==> config.mk <==
export PLATFORM = sky130hd
export DESIGN_NAME = six_channel_servo_slew_limiter
export DESIGN_NICKNAME = d
export VERILOG_FILES = /design/src/rtl/ssl_pkg.sv /design/src/rtl/ssl_channel.sv /design/src/rtl/ssl_duty.sv /design/src/rtl/six_channel_servo_slew_limiter.sv
export SDC_FILE = /design/constraint.sdc
export NUM_CORES = 2
export LEC_CHECK = 0
export BUFFER_PORTS_ARGS = -buffer_cell sky130_fd_sc_hd__buf_2
export CORE_MARGIN = 1
export CORE_UTILIZATION = 26
export DETAILED_ROUTE_END_ITERATION = 10
export PLACE_DENSITY_LB_ADDON = 0.05
export SLEW_MARGIN = 15
export SYNTH_ARGS = -nofsm -noshare
export SYNTH_HDL_FRONTEND = slang
export SYNTH_SLANG_ARGS = --single-unit
==> constraint.sdc <==
create_clock -name clock -period 10.9 [get_ports clock]
set_input_delay 1.635 -clock clock [delete_from_list [all_inputs] [get_ports clock]]
set_output_delay 1.635 -clock clock [all_outputs]
set_load 0.05 [all_outputs]
==> src/rtl/ssl_pkg.sv <==
package ssl_pkg;

   // Channel count and field widths.
   localparam int CHANNELS_DEF = 6;
   localparam int PULSE_W      = 16;
   localparam int WIDTH_W      = 12;
   localparam int SLEW_W       = 8;
   localparam int DUTY_W       = 10;
   localparam int KIND_W       = 2;
   localparam int CSR_ADDR_W   = 2;
   localparam int PROD_W       = 32;

   // Register indexes on the configuration port.
   localparam logic [CSR_ADDR_W-1:0] REG_SLEW_LIMIT   = 2'd0;
   localparam logic [CSR_ADDR_W-1:0] REG_CENTER_PULSE = 2'd1;
   localparam logic [CSR_ADDR_W-1:0] REG_MIN_PULSE    = 2'd2;
   localparam logic [CSR_ADDR_W-1:0] REG_MAX_PULSE    = 2'd3;

   // Reset values.
   localparam logic [SLEW_W-1:0]  RST_SLEW_LIMIT   = 8'd6;
   localparam logic [WIDTH_W-1:0] RST_CENTER_PULSE = 12'd1500;
   localparam logic [WIDTH_W-1:0] RST_MIN_PULSE    = 12'd500;
   localparam logic [WIDTH_W-1:0] RST_MAX_PULSE    = 12'd2500;
   localparam logic [WIDTH_W-1:0] RST_WIDTH        = 12'd1500;

   // Word kinds carried in the low tuser bit.
   localparam logic OP_PACKET = 1'b0;
   localparam logic OP_TICK   = 1'b1;

   // Duty scale: floor(p * 4096 / 20000) = (p * 858994) >> 22 for any 12-bit p.
   localparam logic [19:0] DUTY_MULT  = 20'd858994;
   localparam int          DUTY_SHIFT = 22;

   typedef struct packed {
      logic [SLEW_W-1:0]  slew_limit;
      logic [WIDTH_W-1:0] center_pulse;
      logic [WIDTH_W-1:0] min_pulse;
      logic [WIDTH_W-1:0] max_pulse;
   } cfg_type;

   // Per-word strobes to the channel state, already qualified by the stage handoff.
   typedef struct packed {
      logic recenter;
      logic load;
      logic tick;
   } ctl_type;

endpackage

==> src/rtl/ssl_channel.sv <==
module ssl_channel (
   input  logic                        clock,
   input  logic                        reset,
   input  ssl_pkg::ctl_type            ctl,
   input  ssl_pkg::cfg_type            cfg,
   input  logic [ssl_pkg::PULSE_W-1:0] pulse,
   output logic [ssl_pkg::WIDTH_W-1:0] width_next,
   output logic                        moving
);
   import ssl_pkg::*;

   logic [WIDTH_W-1:0] cur_ff, cur_in;
   logic [WIDTH_W-1:0] tgt_ff, tgt_in;
   logic [SLEW_W-1:0]  lim;
   logic               up;
   logic [WIDTH_W-1:0] gap;
   logic [WIDTH_W-1:0] step;
   logic [WIDTH_W-1:0] slewed;
   logic               in_range;

   // A slew limit of zero still moves by one.
   assign lim = (cfg.slew_limit == '0) ? SLEW_W'(1) : cfg.slew_limit;

   // Step toward the target by at most the limit.
   always_comb begin
      up     = tgt_ff > cur_ff;
      gap    = up ? (tgt_ff - cur_ff) : (cur_ff - tgt_ff);
      step   = (gap > WIDTH_W'(lim)) ? WIDTH_W'(lim) : gap;
      slewed = up ? (cur_ff + step) : (cur_ff - step);
   end

   assign moving   = tgt_ff != cur_ff;
   assign in_range = (pulse >= PULSE_W'(cfg.min_pulse)) && (pulse <= PULSE_W'(cfg.max_pulse));

   // Next current and target widths.
   always_comb begin
      cur_in = cur_ff;
      tgt_in = tgt_ff;
      if (ctl.recenter) begin
         cur_in = cfg.center_pulse;
         tgt_in = cfg.center_pulse;
      end else if (ctl.load) begin
         if (in_range) begin
            tgt_in = pulse[WIDTH_W-1:0];
         end
      end else if (ctl.tick) begin
         cur_in = slewed;
      end
   end

   assign width_next = cur_in;

   always_ff @(posedge clock) begin
      if (reset) begin
         cur_ff <= RST_WIDTH;
         tgt_ff <= RST_WIDTH;
      end else begin
         cur_ff <= cur_in;
         tgt_ff <= tgt_in;
      end
   end

endmodule

==> src/rtl/ssl_duty.sv <==
module ssl_duty #(
   parameter int CHANNELS = ssl_pkg::CHANNELS_DEF
) (
   input  logic                        clock,
   input  logic                        reset,
   input  logic                        in_valid,
   output logic                        in_ready,
   input  logic [ssl_pkg::WIDTH_W-1:0] in_width [CHANNELS],
   input  logic [ssl_pkg::WIDTH_W-1:0] min_pulse,
   input  logic [ssl_pkg::WIDTH_W-1:0] max_pulse,
   output logic                        out_valid,
   input  logic                        out_ready,
   output logic [ssl_pkg::DUTY_W-1:0]  out_duty [CHANNELS]
);
   import ssl_pkg::*;

   logic               s2_valid_ff, s2_valid_in;
   logic [WIDTH_W-1:0] s2_width_ff [CHANNELS];
   logic               out_valid_ff, out_valid_in;
   logic [DUTY_W-1:0]  duty_ff [CHANNELS];
   logic [DUTY_W-1:0]  duty_in [CHANNELS];
   logic [WIDTH_W-1:0] clamped [CHANNELS];
   logic [PROD_W-1:0]  prod [CHANNELS];
   logic               out_stage_ready;

   assign out_stage_ready = !out_valid_ff || out_ready;
   assign in_ready        = !s2_valid_ff || out_stage_ready;

   // Clamp to the pulse limits, then scale by a reciprocal multiply.
   always_comb begin
      for (int i = 0; i < CHANNELS; i++) begin
         if (s2_width_ff[i] < min_pulse) begin
            clamped[i] = min_pulse;
         end else if (s2_width_ff[i] > max_pulse) begin
            clamped[i] = max_pulse;
         end else begin
            clamped[i] = s2_width_ff[i];
         end
         prod[i]    = PROD_W'(clamped[i]) * PROD_W'(DUTY_MULT);
         duty_in[i] = prod[i][DUTY_SHIFT +: DUTY_W];
      end
   end

   always_comb begin
      s2_valid_in  = in_ready ? in_valid : s2_valid_ff;
      out_valid_in = out_stage_ready ? s2_valid_ff : out_valid_ff;
   end

   always_ff @(posedge clock) begin
      if (reset) begin
         s2_valid_ff  <= 1'b0;
         out_valid_ff <= 1'b0;
      end else begin
         s2_valid_ff  <= s2_valid_in;
         out_valid_ff <= out_valid_in;
      end
   end

   // Width snapshot and result word.
   always_ff @(posedge clock) begin
      if (in_valid && in_ready) begin
         s2_width_ff <= in_width;
      end
      if (s2_valid_ff && out_stage_ready) begin
         duty_ff <= duty_in;
      end
   end

   assign out_valid = out_valid_ff;
   assign out_duty  = duty_ff;

endmodule

==> src/rtl/six_channel_servo_slew_limiter.sv <==
// Slew-rate limiter for a bank of servo channels.
// Each req_ word is either a command packet (req_tuser[0] = 0) or a motion
// tick (req_tuser[0] = 1). A packet with req_tuser[1] set recenters every
// channel and returns one rsp_ word; otherwise each in-range pulse in
// req_tdata becomes that channel's target and no word is returned. A tick
// moves every current width toward its target by at most the slew limit and
// returns one rsp_ word when any channel moved.
// Each rsp_ word carries the clamped, scaled PWM duty of every channel.
// A result reaches rsp_ through the input register, the state update with
// width snapshot, then the clamp and scale register. Throughput: one word
// per cycle while rsp_ does not stall; the per-channel state update is a
// single compare, subtract and add between input register and the state.
// The csr_ port is always ready and must be written only while no word is
// in flight; the block itself does not enforce this. Reset clears all
// stages, recenters every channel to 1500 us and restores the register
// defaults. When rsp_tready is low the result holds, the two internal stages
// fill, and req_tready drops once they are full.
module six_channel_servo_slew_limiter #(
   parameter int CHANNELS = ssl_pkg::CHANNELS_DEF,
   localparam int RSP_W = ((CHANNELS * ssl_pkg::DUTY_W + 7) / 8) * 8
) (
   input  logic                                 clock,
   input  logic                                 reset,
   input  logic                                 req_tvalid,
   output logic                                 req_tready,
   // pulse_0, pulse_1, ... (16 bits each)
   input  logic [CHANNELS*ssl_pkg::PULSE_W-1:0] req_tdata,
   // op, reset_cmd
   input  logic [ssl_pkg::KIND_W-1:0]           req_tuser,
   output logic                                 rsp_tvalid,
   input  logic                                 rsp_tready,
   // duty_0, duty_1, ... (10 bits each), zero fill to a byte
   output logic [RSP_W-1:0]                     rsp_tdata,
   input  logic                                 csr_valid,
   output logic                                 csr_ready,
   input  logic [ssl_pkg::CSR_ADDR_W-1:0]       csr_index,
   input  logic [ssl_pkg::WIDTH_W-1:0]          csr_data
);
   import ssl_pkg::*;

   cfg_type                    cfg_ff, cfg_in;
   logic                       s1_valid_ff, s1_valid_in;
   logic [KIND_W-1:0]          s1_kind_ff;
   logic [CHANNELS*PULSE_W-1:0] s1_pulse_ff;
   logic                       s1_fire;
   logic                       duty_ready;
   ctl_type                    ctl;
   logic                       emit;
   logic [CHANNELS-1:0]        moving;
   logic [WIDTH_W-1:0]         width_next [CHANNELS];
   logic [DUTY_W-1:0]          duty [CHANNELS];

   // Configuration registers.
   assign csr_ready = 1'b1;

   always_comb begin
      cfg_in = cfg_ff;
      if (csr_valid) begin
         unique case (csr_index)
            REG_SLEW_LIMIT:   cfg_in.slew_limit   = csr_data[SLEW_W-1:0];
            REG_CENTER_PULSE: cfg_in.center_pulse = csr_data;
            REG_MIN_PULSE:    cfg_in.min_pulse    = csr_data;
            REG_MAX_PULSE:    cfg_in.max_pulse    = csr_data;
         endcase
      end
   end

   always_ff @(posedge clock) begin
      if (reset) begin
         cfg_ff.slew_limit   <= RST_SLEW_LIMIT;
         cfg_ff.center_pulse <= RST_CENTER_PULSE;
         cfg_ff.min_pulse    <= RST_MIN_PULSE;
         cfg_ff.max_pulse    <= RST_MAX_PULSE;
      end else begin
         cfg_ff <= cfg_in;
      end
   end

   // Input register.
   assign s1_fire     = s1_valid_ff && duty_ready;
   assign req_tready  = !s1_valid_ff || duty_ready;
   assign s1_valid_in = req_tready ? req_tvalid : s1_valid_ff;

   always_ff @(posedge clock) begin
      if (reset) begin
         s1_valid_ff <= 1'b0;
      end else begin
         s1_valid_ff <= s1_valid_in;
      end
   end

   always_ff @(posedge clock) begin
      if (req_tvalid && req_tready) begin
         s1_kind_ff  <= req_tuser;
         s1_pulse_ff <= req_tdata;
      end
   end

   // Decode the word kind into state strobes.
   always_comb begin
      ctl.recenter = s1_fire && (s1_kind_ff[0] == OP_PACKET) && s1_kind_ff[1];
      ctl.load     = s1_fire && (s1_kind_ff[0] == OP_PACKET) && !s1_kind_ff[1];
      ctl.tick     = s1_fire && (s1_kind_ff[0] == OP_TICK);
      emit         = ctl.recenter || (ctl.tick && (|moving));
   end

   // Per-channel width state.
   for (genvar i = 0; i < CHANNELS; i++) begin : g_chan
      ssl_channel u_chan (
         .clock      (clock),
         .reset      (reset),
         .ctl        (ctl),
         .cfg        (cfg_ff),
         .pulse      (s1_pulse_ff[i*PULSE_W +: PULSE_W]),
         .width_next (width_next[i]),
         .moving     (moving[i])
      );
   end

   // Clamp, scale and result register.
   ssl_duty #(
      .CHANNELS (CHANNELS)
   ) u_duty (
      .clock     (clock),
      .reset     (reset),
      .in_valid  (emit),
      .in_ready  (duty_ready),
      .in_width  (width_next),
      .min_pulse (cfg_ff.min_pulse),
      .max_pulse (cfg_ff.max_pulse),
      .out_valid (rsp_tvalid),
      .out_ready (rsp_tready),
      .out_duty  (duty)
   );

   // Pack the result word.
   for (genvar i = 0; i < CHANNELS; i++) begin : g_pack
      assign rsp_tdata[i*DUTY_W +: DUTY_W] = duty[i];
   end
   if (RSP_W > CHANNELS * DUTY_W) begin : g_fill
      assign rsp_tdata[RSP_W-1:CHANNELS*DUTY_W] = '0;
   end

endmodule

==> flow_summary.toml <==
[layout]
drive_gt1_share_pct = 7.90
syn2layout_area_growth_pct = 12.0
n_fill_cell = 23000
multi_input_area_mm2 = 0.0415
stdcell_area_mm2 = 0.0636
nNetsFinal = 8066
register_area_mm2 = 0.0107

[timing]
timing.final.ws_setup_ns = 1.63
skew_ns = 0.0585
tns_ns = 0
slew_violations = 0
slew_headroom_pct = 21.1
setup_viol = 0
finalCritPeriodShare_pct = 85.1
fmax_mhz = 108
finalHoldViolations = 0
whs_ns = 0.465
worstMarginPinSlew_ns = 1.17
rsz0062_at_grt = "no"
min_period_ns = 9.27

[synthesis]
synthTopCellsByArea = "ha_1, fa_1, edfxtp_1"
synth_common_cells = "ha_1, inv_1, a21oi_1"
synth_cell_types = 108
syn_inst = 6234
synth_edf_count = 230
ys_ff_latch = 421
synth_most_common_cell = "ha_1"
syn_area_per_cell_um2 = 9.12
ys_async_sr_fraction_pct = 0
yosys.area.top_type_share_pct = 23.7
ys_seq_area_share_pct = 18.9
synth_area_mm2 = 0.0568
synth_top_area_cell = "ha_1"
ys_warn_count = 0
synth_flop_cell = "edfxtp_1"

[placed_design]
placed_area_mm2 = 0.0616
gp_congestion = 0.854
dp_hpwl_um = 186000
io_buffers = 178
place_ws_ns = 1.59

[clocking]
cts_hold_buf = 0
post_cts_buffers = 0
cts_sinks = 421
htree_num_levels = 2
cts_buffers = 57
clock_latency_ns = 0.73
clockBufferDepth = 3
cts_resized = 0
root_buffer = "clkbuf_16"
cts_tree = "built"
path_clk_slew_ns = 0.06

[route]
totalWireLength_um = 226000
num_vias = 44600
drcViolationCount = 0
routed_via_density = 4.78
drtIter0Drc = 2597
wl_per_cell_um = 24.2
antenna_left = 0
first_pass_iters = 5

[grt]
grt_pass1_wl_um = 328000
grt_pass1_vias = 45900
grt-busiest-layer = "met2"
use_met2_pct = 33.9
antenna_found_initial = 21
grt_util_met1_pct = 28.5
grt_max_degree = 55
grt_overflow_total = 0
grtUsageMet3_pct = 1.31
grtUsageTotal_pct = 20.3

[setup_path]
start_kind = "register"
crit_path_max_fanout = 23
cp.required_ns = 11.36
arrival_ns = 9.73
cpPeakStageDelay_ns = 0.85
end_kind = "register"
path_common_cell = "inv_1"
path_class = "register to register"
critPathSlowestCell = "inv_1"

[die]
initial_utilization_pct = 26.2
die_h_um = 470
core-area_mm2 = 0.217
die-area_mm2 = 0.220
io_pins = 184
rows = 171
die_width_um = 470

[run_status]
status = "completed"

[job]
max_cap_violations = 0

[worst_hold_path]
hp-class = "register to register"
-- through the flow --
| stage | util [%] | instances |
|---|---|---|
| 5_1_grt | 29.3 | 9318 |
| 3_3_place_gp | 28.4 | 9205 |
| 4_1_cts | 29.3 | 9313 |
| 3_5_place_dp | 28.4 | 9205 |
| 6_report | 29.3 | 9322 |
| 2_1_floorplan | - | 6237 |
-- layout make-up --
type / instances / area share [%]
clock inverters: 35 / 0.718
flip-flops and latches: 421 / 16.9
repair buffers: 296 / 2.80
clock buffers: 73 / 2.45
well taps: 2854 / 5.61
multi-input cells: 4575 / 65.3
inverters: 1059 / 6.25
diodes: 9 / 0.0354
-- path summary, 6_finish.rpt --
kind / startpoint / endpoint / slack, ns / cells after the start
worst max-delay path: cfg_ff[10]$_SDFFE_PP0P_ / u_duty.out_duty[19]$_DFFE_PP_ / 1.63 / 32
worst min-delay path: cfg_ff[29]$_SDFFE_PP0P_ / cfg_ff[29]$_SDFFE_PP0P_ / 0.47 / 2
worst max register to register: cfg_ff[10]$_SDFFE_PP0P_ / u_duty.out_duty[19]$_DFFE_PP_ / 1.63 / 32
worst min register to register: cfg_ff[29]$_SDFFE_PP0P_ / cfg_ff[29]$_SDFFE_PP0P_ / 0.47 / 2
-- state kept, by name, indices dropped and copies added, names as in the netlist --
name and count:
cfg_ff 44, g_chan.u_chan.cur_ff 72, g_chan.u_chan.tgt_ff 72, s1_kind_ff 2
s1_pulse_ff 96, s1_valid_ff 1, u_duty.out_duty 60, u_duty.out_valid 1
u_duty.s2_valid_ff 1, u_duty.s2_width_ff 72
-- worst max-delay path: cells and delay by family (launching register included) --
| kind | cells | cell delay (ns) |
|---|---|---|
| xor+xnor | 1 | 0.14 |
| simple gates | 9 | 2.16 |
| fa+ha+maj | 8 | 3.15 |
| flops | 1 | 0.40 |
| compound gates | 9 | 1.96 |
| buf+inv | 5 | 1.15 |
-- kinds of logic (layout without fill, tap and decap cells) --
logic type / after synthesis / in the layout / share of synthesized area, %
other: 2 / 14 / 0.0132
DFF: 421 / 421 / 18.9
muxes: 164 / 164 / 2.94
AOI/OAI and AO/OA: 1341 / 1341 / 14.9
adders and majority gates: 1539 / 1539 / 40.0
buffers and inverters: 1241 / 1463 / 8.35
and+or+nand+nor: 1288 / 1288 / 11.3
xor gates and xnor gates: 238 / 238 / 3.67
-- layer usage --
metal / wire (µm) / part of all wire, %
met1: 110000 / 48
met2: 106000 / 47
met3: 5690 / 2.5
met4: 4330 / 1.9
met5: 0 / 0
-- layout by cell type, fill, tap and decap left out, drive strengths merged, types with 22 or more instances in the layout --
cell type	netlist	layout
nand3	100	100
o21bai	30	30
fa	464	464
dfxtp	191	191
mux2i	152	152
nor2	354	354
a21oi	508	508
nor4	22	22
clkinv	3	25
inv	1056	1059
a211oi	40	40
and3	37	37
or2	43	43
and2	30	30
a2111oi	24	24
nand2	296	296
o21a	54	54
a31oi	60	60
clkbuf	121	73
a21o	141	141
nor2b	90	90
xnor2	188	188
xor2	50	50
nand4	82	82
nand2b	45	45
edfxtp	230	230
o21ai	262	262
ha	1075	1075
buf	61	296
or3	36	36
nor3	86	86
o211ai	40	40
Power is not shown: default switching activity piles up to over one toggle a cycle in this logic, so the estimate is an artifact.
